[config.mk]
export PLATFORM = sky130hd
export DESIGN_NAME = bfs_graph_store
export DESIGN_NICKNAME = d
export VERILOG_FILES = /design/src/rtl/bfs_pkg.sv /design/src/rtl/bfs_graph_store.sv
export SDC_FILE = /design/constraint.sdc
export NUM_CORES = 2
export LEC_CHECK = 0
export BUFFER_PORTS_ARGS = -buffer_cell sky130_fd_sc_hd__buf_2
export CORE_MARGIN = 2
export CORE_UTILIZATION = 40
export DETAILED_ROUTE_END_ITERATION = 10
export HOLD_SLACK_MARGIN = 0.06
export SYNTH_ARGS = -nofsm -noshare
export SYNTH_HDL_FRONTEND = slang
export SYNTH_MEMORY_MAX_BITS = 65536
export SYNTH_SLANG_ARGS = --single-unit
[constraint.sdc]
create_clock -name clock -period 3 [get_ports clock]
set_input_delay 0.45 -clock clock [delete_from_list [all_inputs] [get_ports clock]]
set_output_delay 0.45 -clock clock [all_outputs]
set_load 0.03 [all_outputs]
[src/rtl/bfs_pkg.sv]
// shared types, constants and helpers for the breadth-first search engine
// no dependencies; compiled first
`timescale 1ns / 1ps
`default_nettype none
package bfs_pkg;

   localparam int MAX_VERTICES = 64;
   localparam int MAX_EDGES    = 256;

   localparam int VW  = $clog2(MAX_VERTICES);   // vertex index width
   localparam int VCW = VW + 1;                  // vertex count width
   localparam int EW  = $clog2(MAX_EDGES);      // edge index width
   localparam int ECW = EW + 1;                  // edge count width
   localparam int DW  = 6;                       // distance field width

   typedef logic [VW-1:0]  vidx_type;
   typedef logic [VCW-1:0] vcnt_type;
   typedef logic [EW-1:0]  eidx_type;
   typedef logic [ECW-1:0] ecnt_type;
   typedef logic [DW-1:0]  dist_type;

   // operation codes of a request
   localparam logic [1:0] OP_ADD_EDGE = 2'd0;
   localparam logic [1:0] OP_SEARCH   = 2'd1;
   localparam logic [1:0] OP_CLEAR    = 2'd2;

   typedef enum logic [2:0] {
      STAT_STORED  = 3'd0,
      STAT_DROPPED = 3'd1,
      STAT_CLEARED = 3'd2,
      STAT_VISITED = 3'd3,
      STAT_BAD_SRC = 3'd4
   } status_type;

   typedef struct packed {
      logic     has_next;
      eidx_type next;
   } link_type;

   typedef struct packed {
      dist_type distance;
      vidx_type parent;
   } dist_par_type;

   typedef struct packed {
      status_type status;
      vidx_type   vertex;
      dist_type   distance;
      vidx_type   parent;
      logic       has_parent;
      logic       last;
   } result_type;

   // graph store commands and read data
   typedef struct packed {
      vidx_type vaddr;
      logic     head_wr;
      logic     tail_wr;
      eidx_type list_wdata;
      logic     ne_set;
      logic     ne_clear_all;
      eidx_type eaddr;
      logic     tgt_wr;
      vidx_type tgt_wdata;
      logic     link_wr;
      link_type link_wdata;
   } graph_cmd_type;

   typedef struct packed {
      eidx_type head_rd;
      eidx_type tail_rd;
      logic     ne_rd;
      vidx_type tgt_rd;
      link_type link_rd;
   } graph_rd_type;

   // visit store commands and read data
   typedef struct packed {
      logic         vis_clear_all;
      logic         vis_set;
      vidx_type     vis_addr;
      vidx_type     dp_addr;
      logic         dp_wr;
      dist_par_type dp_wdata;
      logic         q_wr;
      vidx_type     q_waddr;
      vidx_type     q_wdata;
      vidx_type     q_raddr;
   } visit_cmd_type;

   typedef struct packed {
      logic         vis_hit;
      dist_par_type dp_rd;
      vidx_type     q_rd;
   } visit_rd_type;

   // index below the configured vertex count; a count above the store saturates
   function automatic logic in_range(input vidx_type v, input vcnt_type vc);
      return {1'b0, v} < vc;
   endfunction

endpackage
`default_nettype wire

[src/rtl/bfs_graph_store.sv]
// adjacency storage: per-vertex list head/tail memories with valid bits,
// edge target and link memories; depends on bfs_pkg
`timescale 1ns / 1ps
`default_nettype none
module bfs_graph_store (
   input  wire                     clock,
   input  wire                     reset,
   input  bfs_pkg::graph_cmd_type  cmd,
   output bfs_pkg::graph_rd_type   rd
);
   import bfs_pkg::*;

   eidx_type head_mem [MAX_VERTICES];
   eidx_type tail_mem [MAX_VERTICES];
   vidx_type tgt_mem  [MAX_EDGES];
   link_type link_mem [MAX_EDGES];

   logic [MAX_VERTICES-1:0] ne_ff, ne_in;
   eidx_type head_rd_ff, tail_rd_ff;
   logic     ne_rd_ff;
   vidx_type tgt_rd_ff;
   link_type link_rd_ff;

   always_comb begin
      ne_in = ne_ff;
      if (cmd.ne_clear_all) begin
         ne_in = '0;
      end
      if (cmd.ne_set) begin
         ne_in[cmd.vaddr] = 1'b1;
      end
   end

   always_ff @(posedge clock) begin
      if (reset) begin
         ne_ff <= '0;
      end else begin
         ne_ff <= ne_in;
      end
   end

   always_ff @(posedge clock) begin
      if (cmd.head_wr) begin
         head_mem[cmd.vaddr] <= cmd.list_wdata;
      end
      if (cmd.tail_wr) begin
         tail_mem[cmd.vaddr] <= cmd.list_wdata;
      end
      head_rd_ff <= head_mem[cmd.vaddr];
      tail_rd_ff <= tail_mem[cmd.vaddr];
      ne_rd_ff   <= ne_ff[cmd.vaddr];
   end

   always_ff @(posedge clock) begin
      if (cmd.tgt_wr) begin
         tgt_mem[cmd.eaddr] <= cmd.tgt_wdata;
      end
      if (cmd.link_wr) begin
         link_mem[cmd.eaddr] <= cmd.link_wdata;
      end
      tgt_rd_ff  <= tgt_mem[cmd.eaddr];
      link_rd_ff <= link_mem[cmd.eaddr];
   end

   assign rd.head_rd = head_rd_ff;
   assign rd.tail_rd = tail_rd_ff;
   assign rd.ne_rd   = ne_rd_ff;
   assign rd.tgt_rd  = tgt_rd_ff;
   assign rd.link_rd = link_rd_ff;

endmodule
`default_nettype wire

== Yosys cells after proc, flatten, opt, wreduce, memory -nomap -nowiden ==
Memories as Yosys holds them, arrays and structs flattened. A register that Yosys moved wholly into a read port is not among the register bits.
Cells that the tools add are included.
Word-level totals
  bits in registers: 65
  bits in writable memories: 4864
  bits of input ports: 45
  output and inout bits: 32
  memories kept: 4
Memories
  link_mem: depth 256, bits a word 9, read ports 1, clocked after Yosys merged registers in 1, wr ports 1, RTL line bfs_graph_store.sv:16  | link_type link_mem [MAX_EDGES];
  tgt_mem: depth 256, bits a word 6, read ports 1, clocked after Yosys merged registers in 1, wr ports 1, RTL line bfs_graph_store.sv:15  | vidx_type tgt_mem [MAX_EDGES];
  head_mem: depth 64, bits a word 8, read ports 1, clocked after Yosys merged registers in 1, wr ports 1, RTL line bfs_graph_store.sv:13  | eidx_type head_mem [MAX_VERTICES];
  tail_mem: depth 64, bits a word 8, read ports 1, clocked after Yosys merged registers in 1, wr ports 1, RTL line bfs_graph_store.sv:14  | eidx_type tail_mem [MAX_VERTICES];
Operators by class
  magnitude comparators: 2
  muxes and demuxes: 14
  bitwise gates (word level): 1
  reductions and logical operators: 1
Operators with widths (number)
  $mux 64: 2
  $or 64x64->64: 1
  $mux 1: 10
  $lt 6x7->1 const B: 1
  $bmux 1 s6: 1
  $demux 1 s6: 1
  $ge 6x1->1 const B: 1
  $logic_and 1x1->1: 1

== Depth between registers and ports, before layout ==
  word-level depth: 6
  gate-level depth with buffers: 11
  gate-level depth less buffers: 6

== Worst setup path before layout ==
OpenSTA, ideal clock, no wires.
  path type: input to register
  start: in cmd[18] (netlist name)
  end: mem link_mem[196][0] (netlist name), enable pin
  data arrival time: 2.315 ns
  data required time: 2.626 ns
  setup slack: 0.311 ns
  stages on the path: 8
  buffers on the path: 5
  cell sequence: buf_2 > buf_2 > buf_2 > buf_2 > nor2_1 > nand3_1 > clkbuf_1 > nor2_1
RTL lines
  from (decl): RTL line bfs_graph_store.sv:8  | input bfs_pkg::graph_cmd_type cmd,
  to (decl): RTL line bfs_graph_store.sv:16
No word-level cell before the write port.

==> results.txt <==
The net count of the finished layout is 10730. The max capacitance violation total came out at 0. The timing-limited maximum frequency came out at 351.9 MHz. The fill cell total of the finished layout came out at 38240. Setup repair after global routing left no endpoint under its margin. After synthesis the netlist holds a flip-flop and latch count of a little under 5000.

For the worst setup path, the data arrival time is roughly 3.8 ns. The die boundary height came out at between 600 and 700 um. The detailed-route vias per instance is roughly 5.8. The post-detailed-routing wire length is 508800 um.

The summed instance area of the synthesized netlist is ~190000 um2. Of all flip-flops after synthesis, the portion carrying an async set or reset was 0%. The I/O pin total came out at slightly below 80. The area of the placeable core came out at 473900 um2. The number of warnings reported in the yosys synthesis log came out at 0.

The number of global-route vias before repair came to between 100k and 150k. A synthesized cell averages roughly 21 um2. For this run, the register share of the synthesized area comes to ~78%. The number of buffers inserted by post-CTS setup repair came out at 0. After detailed placement, the design holds a cell count of ~16000. The largest fanout on the critical path is 1.

The total congestion overflow is 0. The area of the die came out at 480200 um2. TritonCTS built the clock tree. The required time at the endpoint of the critical path came out at 3.93 ns. The largest net degree at the start of global routing came out at 122. The all-layer global routing usage came out at about 21%. The number of different library cells in the post-synthesis netlist came out at 57. The clock tree buffer depth is 4. The gate family responsible for the most delay along the worst path is compound AO/OA/AOI/OAI gates. The total power consumption of the routed design is ~150 mW. The clock input transition at the sequential cells of the worst setup and hold paths came out at 0.06 ns.

For the worst-skew pair, the clock arrives at the later sink with an insertion delay of 1.09 ns. The number of standard cells in the final layout excluding fillers came out at 17340. The number of nets in the synthesized netlist is 9250. Dividing the final minimum period by the clock period gives 94.72%. Input and output buffers added on the ports amount to 76. The clock tree synthesis step divided the H-tree into 6 levels. The number of max-slew violations in the final report was 0. The initial antenna violation count came out at 37.

The detailed-route via count is approximately 100k. The worst setup path is of the flop to flop kind. The setup slack of the worst register-to-register path came out at about 0.16 ns.

The sequential cells in the finished layout cover a total of approximately 150000 um2. Before antenna repair, the detailed router went through 6 iterations. The max-slew headroom at the worst pin is ~18%. The actual slew at the worst max-slew pin came out at 1.229 ns. The overall die width is 693.0 um. Together, buffers and inverters on the worst path number 1. The power density of the placed cells is 649.1 nW/um2. The growth of design area from synthesis to finish is 19.03%. The number of DRC markers in iteration 0 is 13100.

The setup-violating endpoint count in the final report is 0. The clock tree skew after final layout is 0.1084 ns. The initial core utilization came out at roughly two fifths.

The signal on the critical path passes through mux4_2 > a22oi_1 > a21oi_1 > o41ai_1 > buf_4 > nand4_1. STA classifies the critical path startpoint as a flop. Across the VDD grid, the largest voltage drop is 609.2 uV.

The CTS buffer count came out at 519. The root buffer cell chosen for the clock tree is sky130_fd_sc_hd__clkbuf_16. The delay of the slowest cell on the worst path is 0.98 ns.

In the final routed layout, each cell accounts on average for 29.34 um. The wire length of the first global-routing pass is about 730000 um. The minimum period implied by the final worst setup slack is 2.842 ns.

The ratio of cells with drive above 1 in the final layout came out at 30.74%. The count of nets left with antenna violations once routing finished came out at 0. The detailed placement HPWL came out at 319500 um. The tree built by TritonCTS fans out to 4960 sinks. The synthesized design contains 4864 enable-type register cells. The count of unresolved DRC violations after routing came out at 0. The setup total negative slack came out at 0 ns.

The flow ran to the end, and the final reports show no timing, DRC or antenna violations. The area of combinational cells with multiple inputs is 39410 um2. On the critical path, the stage with the largest delay is an instance of sky130_fd_sc_hd__o41ai_1. The worst setup path is captured at a flop.

In this run the worst hold path is classified as input port to flop. Synthesis produced a netlist whose cell count is 9205. The routability-driven placement congestion ratio is 0.8509. The number of rows created at floorplan is between 200 and 300. The hold violation total from the final report is 0. The commonest register cell after synthesis is sky130_fd_sc_hd__edfxtp_1. The static leakage came out at 72.36 nW.
-- timing repair --
item / 4_1_cts / 5_1_grt
resized for setup: 1 / 0
hold endpoints to repair: 1626 / 0
hold buffers: 30 / 0
setup endpoints to repair: 1 / 0
-- cell usage in the layout, fill, tap and decap left out, types with 16 or more instances in the layout --
cell type / synthesis / final
sky130_fd_sc_hd__o21ai_0: 55 / 55
sky130_fd_sc_hd__mux4_2: 1056 / 1056
sky130_fd_sc_hd__clkinv_1: 0 / 100
sky130_fd_sc_hd__dlygate4sd3_1: 0 / 30
sky130_fd_sc_hd__dfxtp_1: 96 / 96
sky130_fd_sc_hd__o22ai_1: 50 / 50
sky130_fd_sc_hd__buf_4: 38 / 1287
sky130_fd_sc_hd__a21oi_1: 365 / 365
sky130_fd_sc_hd__bufinv_16: 0 / 27
sky130_fd_sc_hd__a221oi_1: 104 / 104
sky130_fd_sc_hd__nor2_1: 785 / 776
sky130_fd_sc_hd__a22oi_1: 558 / 558
sky130_fd_sc_hd__clkinv_8: 0 / 18
sky130_fd_sc_hd__mux2i_1: 127 / 127
sky130_fd_sc_hd__buf_12: 0 / 188
sky130_fd_sc_hd__clkinv_2: 0 / 62
sky130_fd_sc_hd__edfxtp_1: 4864 / 4864
sky130_fd_sc_hd__nand3_1: 35 / 19
sky130_fd_sc_hd__nor2b_1: 79 / 67
sky130_fd_sc_hd__clkinv_16: 0 / 21
sky130_fd_sc_hd__a22o_1: 23 / 23
sky130_fd_sc_hd__mux2_2: 59 / 59
sky130_fd_sc_hd__o41ai_1: 60 / 55
sky130_fd_sc_hd__clkbuf_16: 0 / 523
sky130_fd_sc_hd__nand4_1: 22 / 22
sky130_fd_sc_hd__clkbuf_8: 0 / 16
sky130_fd_sc_hd__nand2_1: 116 / 115
sky130_fd_sc_hd__nand3_2: 0 / 16
sky130_fd_sc_hd__buf_2: 155 / 48
sky130_fd_sc_hd__clkbuf_1: 348 / 134
-- cells by family (layout without fill, tap and decap cells) --
logic type             Yosys count  in the layout  synth area share (%)
muxes                         1243           1243                 13.55
buffers and inverters          616           2500                 1.446
and+or+nand+nor               1096           1096                 2.410
AOI/OAI and AO/OA             1290           1290                 4.658
other                            0              7                     0
DFF                           4960           4960                 77.93
-- cell usage after synthesis, types with 38 or more instances --
| cell | instances | share of area, % |
|---|---|---|
| sky130_fd_sc_hd__edfxtp_1 | 4864 | 77 |
| sky130_fd_sc_hd__mux4_2 | 1056 | 13 |
| sky130_fd_sc_hd__nor2_1 | 785 | 1.6 |
| sky130_fd_sc_hd__a22oi_1 | 558 | 2.2 |
| sky130_fd_sc_hd__a21oi_1 | 365 | 0.96 |
| sky130_fd_sc_hd__clkbuf_1 | 348 | 0.69 |
| sky130_fd_sc_hd__buf_2 | 155 | 0.41 |
| sky130_fd_sc_hd__mux2i_1 | 127 | 0.67 |
| sky130_fd_sc_hd__nand2_1 | 116 | 0.23 |
| sky130_fd_sc_hd__a221oi_1 | 104 | 0.48 |
| sky130_fd_sc_hd__dfxtp_1 | 96 | 1.0 |
| sky130_fd_sc_hd__nor2b_1 | 79 | 0.26 |
| sky130_fd_sc_hd__buf_1 | 60 | 0.12 |
| sky130_fd_sc_hd__o41ai_1 | 60 | 0.28 |
| sky130_fd_sc_hd__mux2_2 | 59 | 0.35 |
| sky130_fd_sc_hd__o21ai_0 | 55 | 0.14 |
| sky130_fd_sc_hd__o22ai_1 | 50 | 0.16 |
| sky130_fd_sc_hd__buf_4 | 38 | 0.15 |
-- final timing paths --
path	start	to	cells after the start
max	link_mem[160][1]$_DFFE_PP_	rd[1]$_DFF_P_	6
min	cmd[41]	ne_rd_ff$_DFF_P_	5
max reg2reg	link_mem[160][1]$_DFFE_PP_	rd[1]$_DFF_P_	6
min reg2reg	ne_ff[59]$_SDFF_PP0_	ne_ff[59]$_SDFF_PP0_	3
-- sequential cells by signal, indices dropped and copies added, names as in the netlist --
register and cells:
link_mem 2304, tgt_mem 1536, head_mem 512, tail_mem 512, ne_ff 64, rd 9
head_rd_ff 8, tail_rd_ff 8, tgt_rd_ff 6, ne_rd_ff 1
-- power breakdown --
| group | leakage (nW) | switching [mW] | internal (mW) |
|---|---|---|---|
| clock network | 7.97 | 27.1 | 35.1 |
| registers | 44.5 | 0.168 | 76.3 |
| logic | 19.9 | 5.01 | 2.96 |
| total | 72.4 | 32.3 | 114 |
-- stage by stage --
step | cell area, um2 | utilization (%) | worst slack (ns) | hold WS (ns)
floorplan | 189900 | - | 0.3107 | 0.5375
global route | 226000 | 47.69 | 0.1503 | 0.1275
finish | 226000 | 47.69 | 0.1585 | 0.1482
detailed placement | 209100 | 44.14 | -0.8143 | 0.5750
global placement | 209100 | 44.13 | -1.264 | 0.5628
CTS | 226000 | 47.69 | 0.08965 | 0.06966
-- layer usage --
layer,global-route usage [%],share of wire (%),vias up
met4,5.887,2.9,22
met2,33.18,48,4689
li1,-,-,41410
met5,0,0.030,-
met1,29.14,41,53160
met3,3.668,8.5,783
-- cell type report --
cell class / instances / share of cell area, %
inverter: 2 / 0.003875
timing repair buffer: 1572 / 6.302
antenna: 7 / 0.007751
multi-input combinational: 3629 / 17.44
clock inverter: 258 / 1.237
clock buffer: 668 / 6.078
sequential: 4960 / 65.48
tap: 6247 / 3.458
-- tightest hold or removal path: stages --
cell                      delay, ns
sky130_fd_sc_hd__buf_2         0.12
sky130_fd_sc_hd__buf_4         0.16
sky130_fd_sc_hd__nand3_1       0.12
sky130_fd_sc_hd__o22ai_1       0.16
sky130_fd_sc_hd__or4_1         0.14
Power figures use the tool's default switching activity.
