--- config.mk ---
export PLATFORM = sky130hd
export DESIGN_NAME = bfs_ctrl
export DESIGN_NICKNAME = d
export VERILOG_FILES = /design/src/rtl/bfs_pkg.sv /design/src/rtl/bfs_ctrl.sv
export SDC_FILE = /design/constraint.sdc
export NUM_CORES = 1
export LEC_CHECK = 0
export BUFFER_PORTS_ARGS = -buffer_cell sky130_fd_sc_hd__buf_2
export CORE_MARGIN = 2
export CORE_UTILIZATION = 35
export DETAILED_ROUTE_END_ITERATION = 7
export GPL_ROUTABILITY_DRIVEN = 0
export PLACE_DENSITY_LB_ADDON = 0.2
export SLEW_MARGIN = 10
export SYNTH_ARGS = -nofsm -noshare
export SYNTH_HDL_FRONTEND = slang
export SYNTH_SLANG_ARGS = --single-unit
--- constraint.sdc ---
create_clock -name clock -period 4.4 [get_ports clock]
set_input_delay 0.88 -clock clock [delete_from_list [all_inputs] [get_ports clock]]
set_output_delay 0.88 -clock clock [all_outputs]
set_load 0.03 [all_outputs]
--- src/rtl/bfs_pkg.sv ---
// shared types, constants and helpers for the breadth-first search engine
// no dependencies; compiled first
`timescale 1ns / 1ps
`default_nettype none
package bfs_pkg;

   localparam int MAX_VERTICES = 64;
   localparam int MAX_EDGES    = 256;

   localparam int VW  = $clog2(MAX_VERTICES);   // vertex index width
   localparam int VCW = VW + 1;                  // vertex count width
   localparam int EW  = $clog2(MAX_EDGES);      // edge index width
   localparam int ECW = EW + 1;                  // edge count width
   localparam int DW  = 6;                       // distance field width

   typedef logic [VW-1:0]  vidx_type;
   typedef logic [VCW-1:0] vcnt_type;
   typedef logic [EW-1:0]  eidx_type;
   typedef logic [ECW-1:0] ecnt_type;
   typedef logic [DW-1:0]  dist_type;

   // operation codes of a request
   localparam logic [1:0] OP_ADD_EDGE = 2'd0;
   localparam logic [1:0] OP_SEARCH   = 2'd1;
   localparam logic [1:0] OP_CLEAR    = 2'd2;

   typedef enum logic [2:0] {
      STAT_STORED  = 3'd0,
      STAT_DROPPED = 3'd1,
      STAT_CLEARED = 3'd2,
      STAT_VISITED = 3'd3,
      STAT_BAD_SRC = 3'd4
   } status_type;

   typedef struct packed {
      logic     has_next;
      eidx_type next;
   } link_type;

   typedef struct packed {
      dist_type distance;
      vidx_type parent;
   } dist_par_type;

   typedef struct packed {
      status_type status;
      vidx_type   vertex;
      dist_type   distance;
      vidx_type   parent;
      logic       has_parent;
      logic       last;
   } result_type;

   // graph store commands and read data
   typedef struct packed {
      vidx_type vaddr;
      logic     head_wr;
      logic     tail_wr;
      eidx_type list_wdata;
      logic     ne_set;
      logic     ne_clear_all;
      eidx_type eaddr;
      logic     tgt_wr;
      vidx_type tgt_wdata;
      logic     link_wr;
      link_type link_wdata;
   } graph_cmd_type;

   typedef struct packed {
      eidx_type head_rd;
      eidx_type tail_rd;
      logic     ne_rd;
      vidx_type tgt_rd;
      link_type link_rd;
   } graph_rd_type;

   // visit store commands and read data
   typedef struct packed {
      logic         vis_clear_all;
      logic         vis_set;
      vidx_type     vis_addr;
      vidx_type     dp_addr;
      logic         dp_wr;
      dist_par_type dp_wdata;
      logic         q_wr;
      vidx_type     q_waddr;
      vidx_type     q_wdata;
      vidx_type     q_raddr;
   } visit_cmd_type;

   typedef struct packed {
      logic         vis_hit;
      dist_par_type dp_rd;
      vidx_type     q_rd;
   } visit_rd_type;

   // index below the configured vertex count; a count above the store saturates
   function automatic logic in_range(input vidx_type v, input vcnt_type vc);
      return {1'b0, v} < vc;
   endfunction

endpackage
`default_nettype wire

--- src/rtl/bfs_ctrl.sv ---
// sequencer: decodes requests, appends edges and walks the search loop
// one step at a time over the graph and visit stores; depends on bfs_pkg
`timescale 1ns / 1ps
`default_nettype none
module bfs_ctrl (
   input  wire                     clock,
   input  wire                     reset,
   input  wire                     req_valid,
   output logic                    req_ready,
   input  wire  [1:0]              req_operation,
   input  bfs_pkg::vidx_type       req_first,
   input  bfs_pkg::vidx_type       req_second,
   input  bfs_pkg::vcnt_type       vertex_count,
   output bfs_pkg::graph_cmd_type  gcmd,
   input  bfs_pkg::graph_rd_type   grd,
   output bfs_pkg::visit_cmd_type  vcmd,
   input  bfs_pkg::visit_rd_type   vrd,
   output logic                    emit_valid,
   input  wire                     emit_ready,
   output bfs_pkg::result_type     emit_res
);
   import bfs_pkg::*;

   typedef enum logic [9:0] {
      S_IDLE   = 10'b00_0000_0001,
      S_DECODE = 10'b00_0000_0010,
      S_ADD2   = 10'b00_0000_0100,
      S_DEQ    = 10'b00_0000_1000,
      S_VREAD  = 10'b00_0001_0000,
      S_VWAIT  = 10'b00_0010_0000,
      S_EREAD  = 10'b00_0100_0000,
      S_ECHECK = 10'b00_1000_0000,
      S_FIN    = 10'b01_0000_0000,
      S_EMIT   = 10'b10_0000_0000
   } state_type;

   state_type  state_ff, state_in;
   logic [1:0] op_ff, op_in;
   vidx_type   a_ff, a_in, b_ff, b_in;
   ecnt_type   used_ff, used_in;
   vcnt_type   rptr_ff, rptr_in, wptr_ff, wptr_in;
   vidx_type   cur_ff, cur_in, cur_par_ff, cur_par_in;
   dist_type   cur_dist_ff, cur_dist_in;
   eidx_type   edge_ff, edge_in;
   result_type res_ff, res_in;
   logic       discover;

   assign req_ready  = (state_ff == S_IDLE);
   assign emit_valid = (state_ff == S_EMIT);
   assign emit_res   = res_ff;

   assign discover = in_range(grd.tgt_rd, vertex_count) && !vrd.vis_hit &&
                     (wptr_ff < vcnt_type'(MAX_VERTICES));

   always_comb begin
      state_in    = state_ff;
      op_in       = op_ff;
      a_in        = a_ff;
      b_in        = b_ff;
      used_in     = used_ff;
      rptr_in     = rptr_ff;
      wptr_in     = wptr_ff;
      cur_in      = cur_ff;
      cur_dist_in = cur_dist_ff;
      cur_par_in  = cur_par_ff;
      edge_in     = edge_ff;
      res_in      = res_ff;

      gcmd              = '0;
      gcmd.vaddr        = a_ff;
      gcmd.eaddr        = edge_ff;
      gcmd.list_wdata   = used_ff[EW-1:0];
      gcmd.tgt_wdata    = b_ff;

      vcmd              = '0;
      vcmd.vis_addr     = grd.tgt_rd;
      vcmd.dp_addr      = grd.tgt_rd;
      vcmd.dp_wdata     = '{distance: cur_dist_ff + dist_type'(1), parent: cur_ff};
      vcmd.q_waddr      = wptr_ff[VW-1:0];
      vcmd.q_wdata      = grd.tgt_rd;
      vcmd.q_raddr      = rptr_ff[VW-1:0];

      unique case (state_ff)
         S_IDLE: begin
            if (req_valid) begin
               op_in    = req_operation;
               a_in     = req_first;
               b_in     = req_second;
               state_in = S_DECODE;
            end
         end
         S_DECODE: begin
            res_in = '{status: STAT_STORED, vertex: '0, distance: '0, parent: '0,
                       has_parent: 1'b0, last: 1'b1};
            unique case (op_ff)
               OP_ADD_EDGE: begin
                  if (in_range(a_ff, vertex_count) && in_range(b_ff, vertex_count) &&
                      used_ff != ecnt_type'(MAX_EDGES)) begin
                     // new edge ends its list; tail of the origin read meanwhile
                     gcmd.eaddr      = used_ff[EW-1:0];
                     gcmd.tgt_wr     = 1'b1;
                     gcmd.link_wr    = 1'b1;
                     gcmd.link_wdata = '0;
                     state_in        = S_ADD2;
                  end else begin
                     res_in.status = STAT_DROPPED;
                     state_in      = S_EMIT;
                  end
               end
               OP_SEARCH: begin
                  if (in_range(a_ff, vertex_count)) begin
                     vcmd.vis_clear_all = 1'b1;
                     vcmd.vis_set       = 1'b1;
                     vcmd.vis_addr      = a_ff;
                     vcmd.dp_wr         = 1'b1;
                     vcmd.dp_addr       = a_ff;
                     vcmd.dp_wdata      = '0;
                     vcmd.q_wr          = 1'b1;
                     vcmd.q_waddr       = '0;
                     vcmd.q_wdata       = a_ff;
                     rptr_in            = '0;
                     wptr_in            = vcnt_type'(1);
                     state_in           = S_DEQ;
                  end else begin
                     res_in.status = STAT_BAD_SRC;
                     state_in      = S_EMIT;
                  end
               end
               OP_CLEAR: begin
                  gcmd.ne_clear_all = 1'b1;
                  used_in           = '0;
                  res_in.status     = STAT_CLEARED;
                  state_in          = S_EMIT;
               end
               default: begin
                  state_in = S_IDLE;
               end
            endcase
         end
         S_ADD2: begin
            if (grd.ne_rd) begin
               gcmd.eaddr      = grd.tail_rd;
               gcmd.link_wr    = 1'b1;
               gcmd.link_wdata = '{has_next: 1'b1, next: used_ff[EW-1:0]};
            end else begin
               gcmd.head_wr = 1'b1;
               gcmd.ne_set  = 1'b1;
            end
            gcmd.tail_wr = 1'b1;
            used_in      = used_ff + ecnt_type'(1);
            state_in     = S_EMIT;
         end
         S_DEQ: begin
            rptr_in  = rptr_ff + vcnt_type'(1);
            state_in = S_VREAD;
         end
         S_VREAD: begin
            cur_in       = vrd.q_rd;
            gcmd.vaddr   = vrd.q_rd;
            vcmd.dp_addr = vrd.q_rd;
            state_in     = S_VWAIT;
         end
         S_VWAIT: begin
            cur_dist_in = vrd.dp_rd.distance;
            cur_par_in  = vrd.dp_rd.parent;
            edge_in     = grd.head_rd;
            state_in    = grd.ne_rd ? S_EREAD : S_FIN;
         end
         S_EREAD: begin
            state_in = S_ECHECK;
         end
         S_ECHECK: begin
            if (discover) begin
               vcmd.vis_set = 1'b1;
               vcmd.dp_wr   = 1'b1;
               vcmd.q_wr    = 1'b1;
               wptr_in      = wptr_ff + vcnt_type'(1);
            end
            if (grd.link_rd.has_next) begin
               edge_in  = grd.link_rd.next;
               state_in = S_EREAD;
            end else begin
               state_in = S_FIN;
            end
         end
         S_FIN: begin
            res_in = '{status: STAT_VISITED, vertex: cur_ff, distance: cur_dist_ff,
                       parent: cur_par_ff, has_parent: (cur_ff != a_ff),
                       last: (rptr_ff == wptr_ff)};
            state_in = S_EMIT;
         end
         S_EMIT: begin
            if (emit_ready) begin
               state_in = res_ff.last ? S_IDLE : S_DEQ;
            end
         end
         default: begin
            state_in = S_IDLE;
         end
      endcase
   end

   always_ff @(posedge clock) begin
      if (reset) begin
         state_ff <= S_IDLE;
         used_ff  <= '0;
         rptr_ff  <= '0;
         wptr_ff  <= '0;
      end else begin
         state_ff <= state_in;
         used_ff  <= used_in;
         rptr_ff  <= rptr_in;
         wptr_ff  <= wptr_in;
      end
   end

   always_ff @(posedge clock) begin
      op_ff       <= op_in;
      a_ff        <= a_in;
      b_ff        <= b_in;
      cur_ff      <= cur_in;
      cur_dist_ff <= cur_dist_in;
      cur_par_ff  <= cur_par_in;
      edge_ff     <= edge_in;
      res_ff      <= res_in;
   end

endmodule
`default_nettype wire

Word level (Yosys, flattened, before mapping)
Cells that the tools add are included.
{ "word_totals": {"regBits": 96, "latch_bits": 0, "ramBits": 0, "mem_bits_ro": 0, "in_bits": 76, "wordCells": 115, "memories": 0} }
{ "classes": {"addsub": 4, "n_mul": 0, "div_mod_pow": 0, "n_lt_le_gt_ge": 4, "n_eq_ne": 22, "shifts": 0, "muxes": 50, "bitwise_logic": 0, "reduce_logical": 18} }
{ "ops": {"columns": ["cell", "n"], "rows": [
  ["10-bit case mux with 9 select lines", 1],
  ["40-bit 2-to-1 mux", 2],
  ["10-bit 2-to-1 mux", 7],
  ["23-bit case mux with 2 select lines", 1],
  ["9-bit 2-to-1 mux", 5],
  ["7-bit 2-to-1 mux", 5],
  ["8-bit case mux with 2 select lines", 2],
  ["10-bit case mux with 3 select lines", 1],
  ["7-bit case mux with 2 select lines", 2],
  ["12-bit 2-to-1 mux", 2],
  ["6-bit by 7-bit < comparator with 1-bit output", 3],
  ["10-bit case mux with 2 select lines", 1],
  ["9-bit case mux with 2 select lines", 1],
  ["8-bit 2-to-1 mux", 2],
  ["7-bit by 1-bit adder with 7-bit output, second input constant", 2],
  ["6-bit 2-to-1 mux", 2],
  ["6-bit case mux with 2 select lines", 1],
  ["10-bit by 1-bit == test with 1-bit output, second input constant", 1],
  ["10-bit == test, second input constant", 1],
  ["10-bit by 2-bit == test with 1-bit output, second input constant", 1],
  ["10-bit by 3-bit == test with 1-bit output, second input constant", 1],
  ["10-bit by 4-bit == test with 1-bit output, second input constant", 1],
  ["10-bit by 5-bit == test with 1-bit output, second input constant", 1],
  ["10-bit by 6-bit == test with 1-bit output, second input constant", 1],
  ["other kinds (27)", 51]
]} }

Depth between registers and ports, before layout
{ "depth": {"ltp_word": 6, "depth_mapped": 8} }

Worst setup path before layout
No wires, ideal clock.
{ "synth_path": {"path_kind": "input-to-output", "startpoint": "input port vertex_count[2]", "endpoint": "output port vcmd[38] (netlist bit)", "arrival_time_ps": 2883, "setup_slack_ps": 637, "stages": 8, "path_buffers": 2, "cell_sequence": "inv_1 -> ha_1 -> a21oi_1 -> o21ai_0 -> a2111oi_4 -> buf_6 -> mux2_1 -> buf_4"} }
{ "synth_rtl": {"columns": ["item", "line", "source"], "rows": [
  ["from (decl)", "bfs_ctrl.sv:13", "input bfs_pkg::vcnt_type vertex_count,"],
  ["to (decl)", "bfs_ctrl.sv:16", "output bfs_pkg::visit_cmd_type vcmd,"]
]} }

==> results_dict.tcl <==
set metrics [dict create \
    outcome "finished, final reports clean" \
    timing.rr.start "state_ff[5]" \
    regArea_sq_um 2550 \
    track_usage_pct 17.0 \
    criticalPathCategory "in2out" \
    power_frac_clock_pct 40.6 \
    tightestPinTransition_ns 1.09 \
    portBuffers 189 \
    layout.nets 748 \
    fmax_ghz 0.258 \
    fin_crit_ns 3.88 \
    post_cts_buffers 0 \
    worstPathMaxFanout 37 \
    vias 4303 \
    crit_top_cell "buf_2" \
    min_from "cur_par_ff[5]" \
    multi_input_area_sq_um 2490 \
    cellPowerDensity_nw_per_um2 315 \
    cts_made_buffers 9 \
    reg2reg_slack_ns 1.62 \
    hold_class "reg2reg" \
    antenna_found_initial 0 \
    clk_pin_slew_worst_paths_ns 0.07 \
    num_rows 45 \
    ys.flop_type "edfxtp_1" \
    min_to "emit_res[7]" \
    crit_path_end_kind "output port" \
    cap_violations 0 \
    p_sw_uw 522 \
    setup_tns_ns 0 \
    setup_viol 0 \
    avgSynthCellArea_sq_um 10.9 \
    initial_core_util_pct 35.6 \
    grt_pass1_vias 4146 \
    mostFrequentLayoutCells "buf_2 (189), edfxtp_1 (63), nor2_1 (35), dfxtp_1 (33)" \
    rsz0062_at_grt "no" \
    synth_cells 492 \
    area_growth_pct 23.5 \
    slew_headroom_pct 27.3 \
    dieWidth_um 128 \
    finalWirelength_um 13900 \
    clk_latency_ns 0.35 \
    synth_cell_types 67 \
    grt_pass1_wl_um 21700 \
    vias_per_cell 5.09 \
    arrival_ns 3.00 \
    internal-power_mw 1.57 \
    fillers 1475 \
    hold_viol 0 \
    cts.repair.resized 0 \
    p_total_mw 2.09 \
    cp_cell_sequence "buf_2 > inv_1 > ha_1 > a21oi_1 > o21ai_0 > a2111oi_4 > buf_4 > nor2_1 > a21o_1 > buf_2" \
    num_io_pins 190 \
    ys_seq_elements 96 \
    wire_per_inst_um 16.4 \
    core_area_sq_um 15100 \
    clock_sinks 96 \
    die_h_um 128 \
    synth-edff-count 63 \
    power_leakage_nw 2.88 \
    ys_async_sr_fraction_pct 0 \
    dr.first_iter.drc_count 213 \
    netlist_area_sq_um 5380 \
    ir_worst_vdd_uv 244 \
    die_area_sq_um 16400 \
    cts_tree "built" \
    required_ns 3.52 \
    clk_path_buf_depth 2 \
    htreeDepth 3 \
    grt_overflow 0 \
    cp_slowest_stage_delay_ns 0.41 \
    dpl.hpwl_um 10600 \
    drt-pass1-iter-count 4 \
    hold_buffers 0 \
    worstReg2RegEnd "emit_res[6]" \
    diodes 0 \
    grt_max_degree 38 \
    ys_seq_area_share_pct 47.5 \
    syn-num-nets 588 \
    holdPathStages 1 \
    skew_ns 0.00617 \
    switching_share_pct 24.9 \
    maxSlewViolCount 0 \
    drc 0 \
    clk_root_buffer_cell "clkbuf_16" \
    combPwrFrac_pct 11.5 \
    crit_path_start_kind "input pin" \
    final_common_cell "buf_2" \
    drtAntennaViolNets 0 \
    drive_above_1_share_pct 37.3 \
    synth-warning-count 0 \
    power_frac_seq_pct 47.9 \
    crit_slowest_cell "buf_4" \
    worst-r2r-cell-count 4 \
    period_share_pct 88.2 \
]
-- registers in the layout, summed over array words and instances, names as in the netlist, 7 cells and up --
register / flops
edge_ff: 8
emit_res: 23
rptr_ff: 7
state_ff: 10
used_ff: 9
wptr_ff: 7
-- metal layers --
metal,up-vias,GRT usage (%),part of all wire (%)
met5,-,0,0
met4,0,5.30,1.4
met3,15,4.30,5.6
met2,133,28.9,49
met1,2047,21.2,44
li1,2108,-,-
-- stage by stage --
| stage | cell area (sq um) | setup slack [ns] | std cells | utilization (%) | hold slack (ns) |
|---|---|---|---|---|---|
| 3_5_place_dp | 6320 | 0.501 | 829 | 41.9 | 0.502 |
| 4_1_cts | 6640 | 0.499 | 845 | 44.0 | 0.518 |
| 5_1_grt | 6640 | 0.344 | 845 | 44.0 | 0.531 |
| 2_1_floorplan | 5380 | 0.637 | 492 | - | 0.475 |
| 3_3_place_gp | 6320 | 0.526 | 829 | 41.9 | 0.500 |
| 6_report | 6640 | 0.521 | 845 | 44.0 | 0.516 |
-- synth_stat cells (all sizes together), types with 4 or more instances --
cell / n / area (sq um)
nor4: 5 / 76.3
a21o: 9 / 67.6
edfxtp: 63 / 1890
a22o: 6 / 52.6
ha: 20 / 250
or2: 4 / 25.0
and2: 20 / 125
nor2b: 17 / 106
nand4: 9 / 62.6
clkbuf: 9 / 33.8
inv: 18 / 67.6
buf: 35 / 244
nor3: 12 / 71.3
mux2: 20 / 225
a21oi: 21 / 109
o21ai: 13 / 65.1
and4: 4 / 35.0
and3: 19 / 119
xor2: 20 / 175
nand2: 16 / 60.1
a221o: 8 / 80.1
nand2b: 5 / 31.3
xnor2: 8 / 70.1
dfxtp: 33 / 661
nor2: 35 / 131
nand3: 13 / 65.1
-- critical path, delay by kind of cell --
family	cells	cell delay, ns
and+or+nand+nor	1	0.18
AOI/OAI and AO/OA	4	0.88
buffers and inverters	4	0.77
adders and majority gates	1	0.26
-- cells by family after synthesis --
logic type	count (synthesis)	synth area share [%]
compound gates	84	12.0
xor+xnor	28	4.56
fa+ha+maj	20	4.65
buf+inv	62	6.42
flops	96	47.5
mux	23	4.75
simple gates	179	20.2
-- area by class of cell --
type,count,share of cell area (%)
clock buffer,10,3.45
inverter,18,1.02
clock inverter,6,1.39
tap,188,3.54
timing repair buffer,193,14.7
sequential,96,38.4
multi-input combinational,334,37.4
-- power groups by stage --
| stage | combinational (mW) | sequential [mW] | clock (mW) |
|---|---|---|---|
| floorplan | 0.137 | 1.04 | 0 |
| global placement | 0.239 | 1.02 | 0 |
| detailed placement | 0.242 | 1.02 | 0 |
| CTS | 0.243 | 1.00 | 0.873 |
| global route | 0.263 | 1.00 | 0.904 |
| finish | 0.240 | 1.00 | 0.850 |
-- worst max-delay path by stage --
stage	startpoint	end	slack (ns)	cells past startpoint
floorplan	vertex_count[2]	vcmd[38]	0.64	8
global placement	vertex_count[2]	vcmd[33]	0.53	10
detailed placement	vertex_count[2]	vcmd[32]	0.50	10
CTS	vertex_count[2]	vcmd[32]	0.50	10
global route	state_ff[8]	vcmd[34]	0.34	6
finish	vertex_count[2]	vcmd[32]	0.52	10
(Power assumes the default switching activity.)
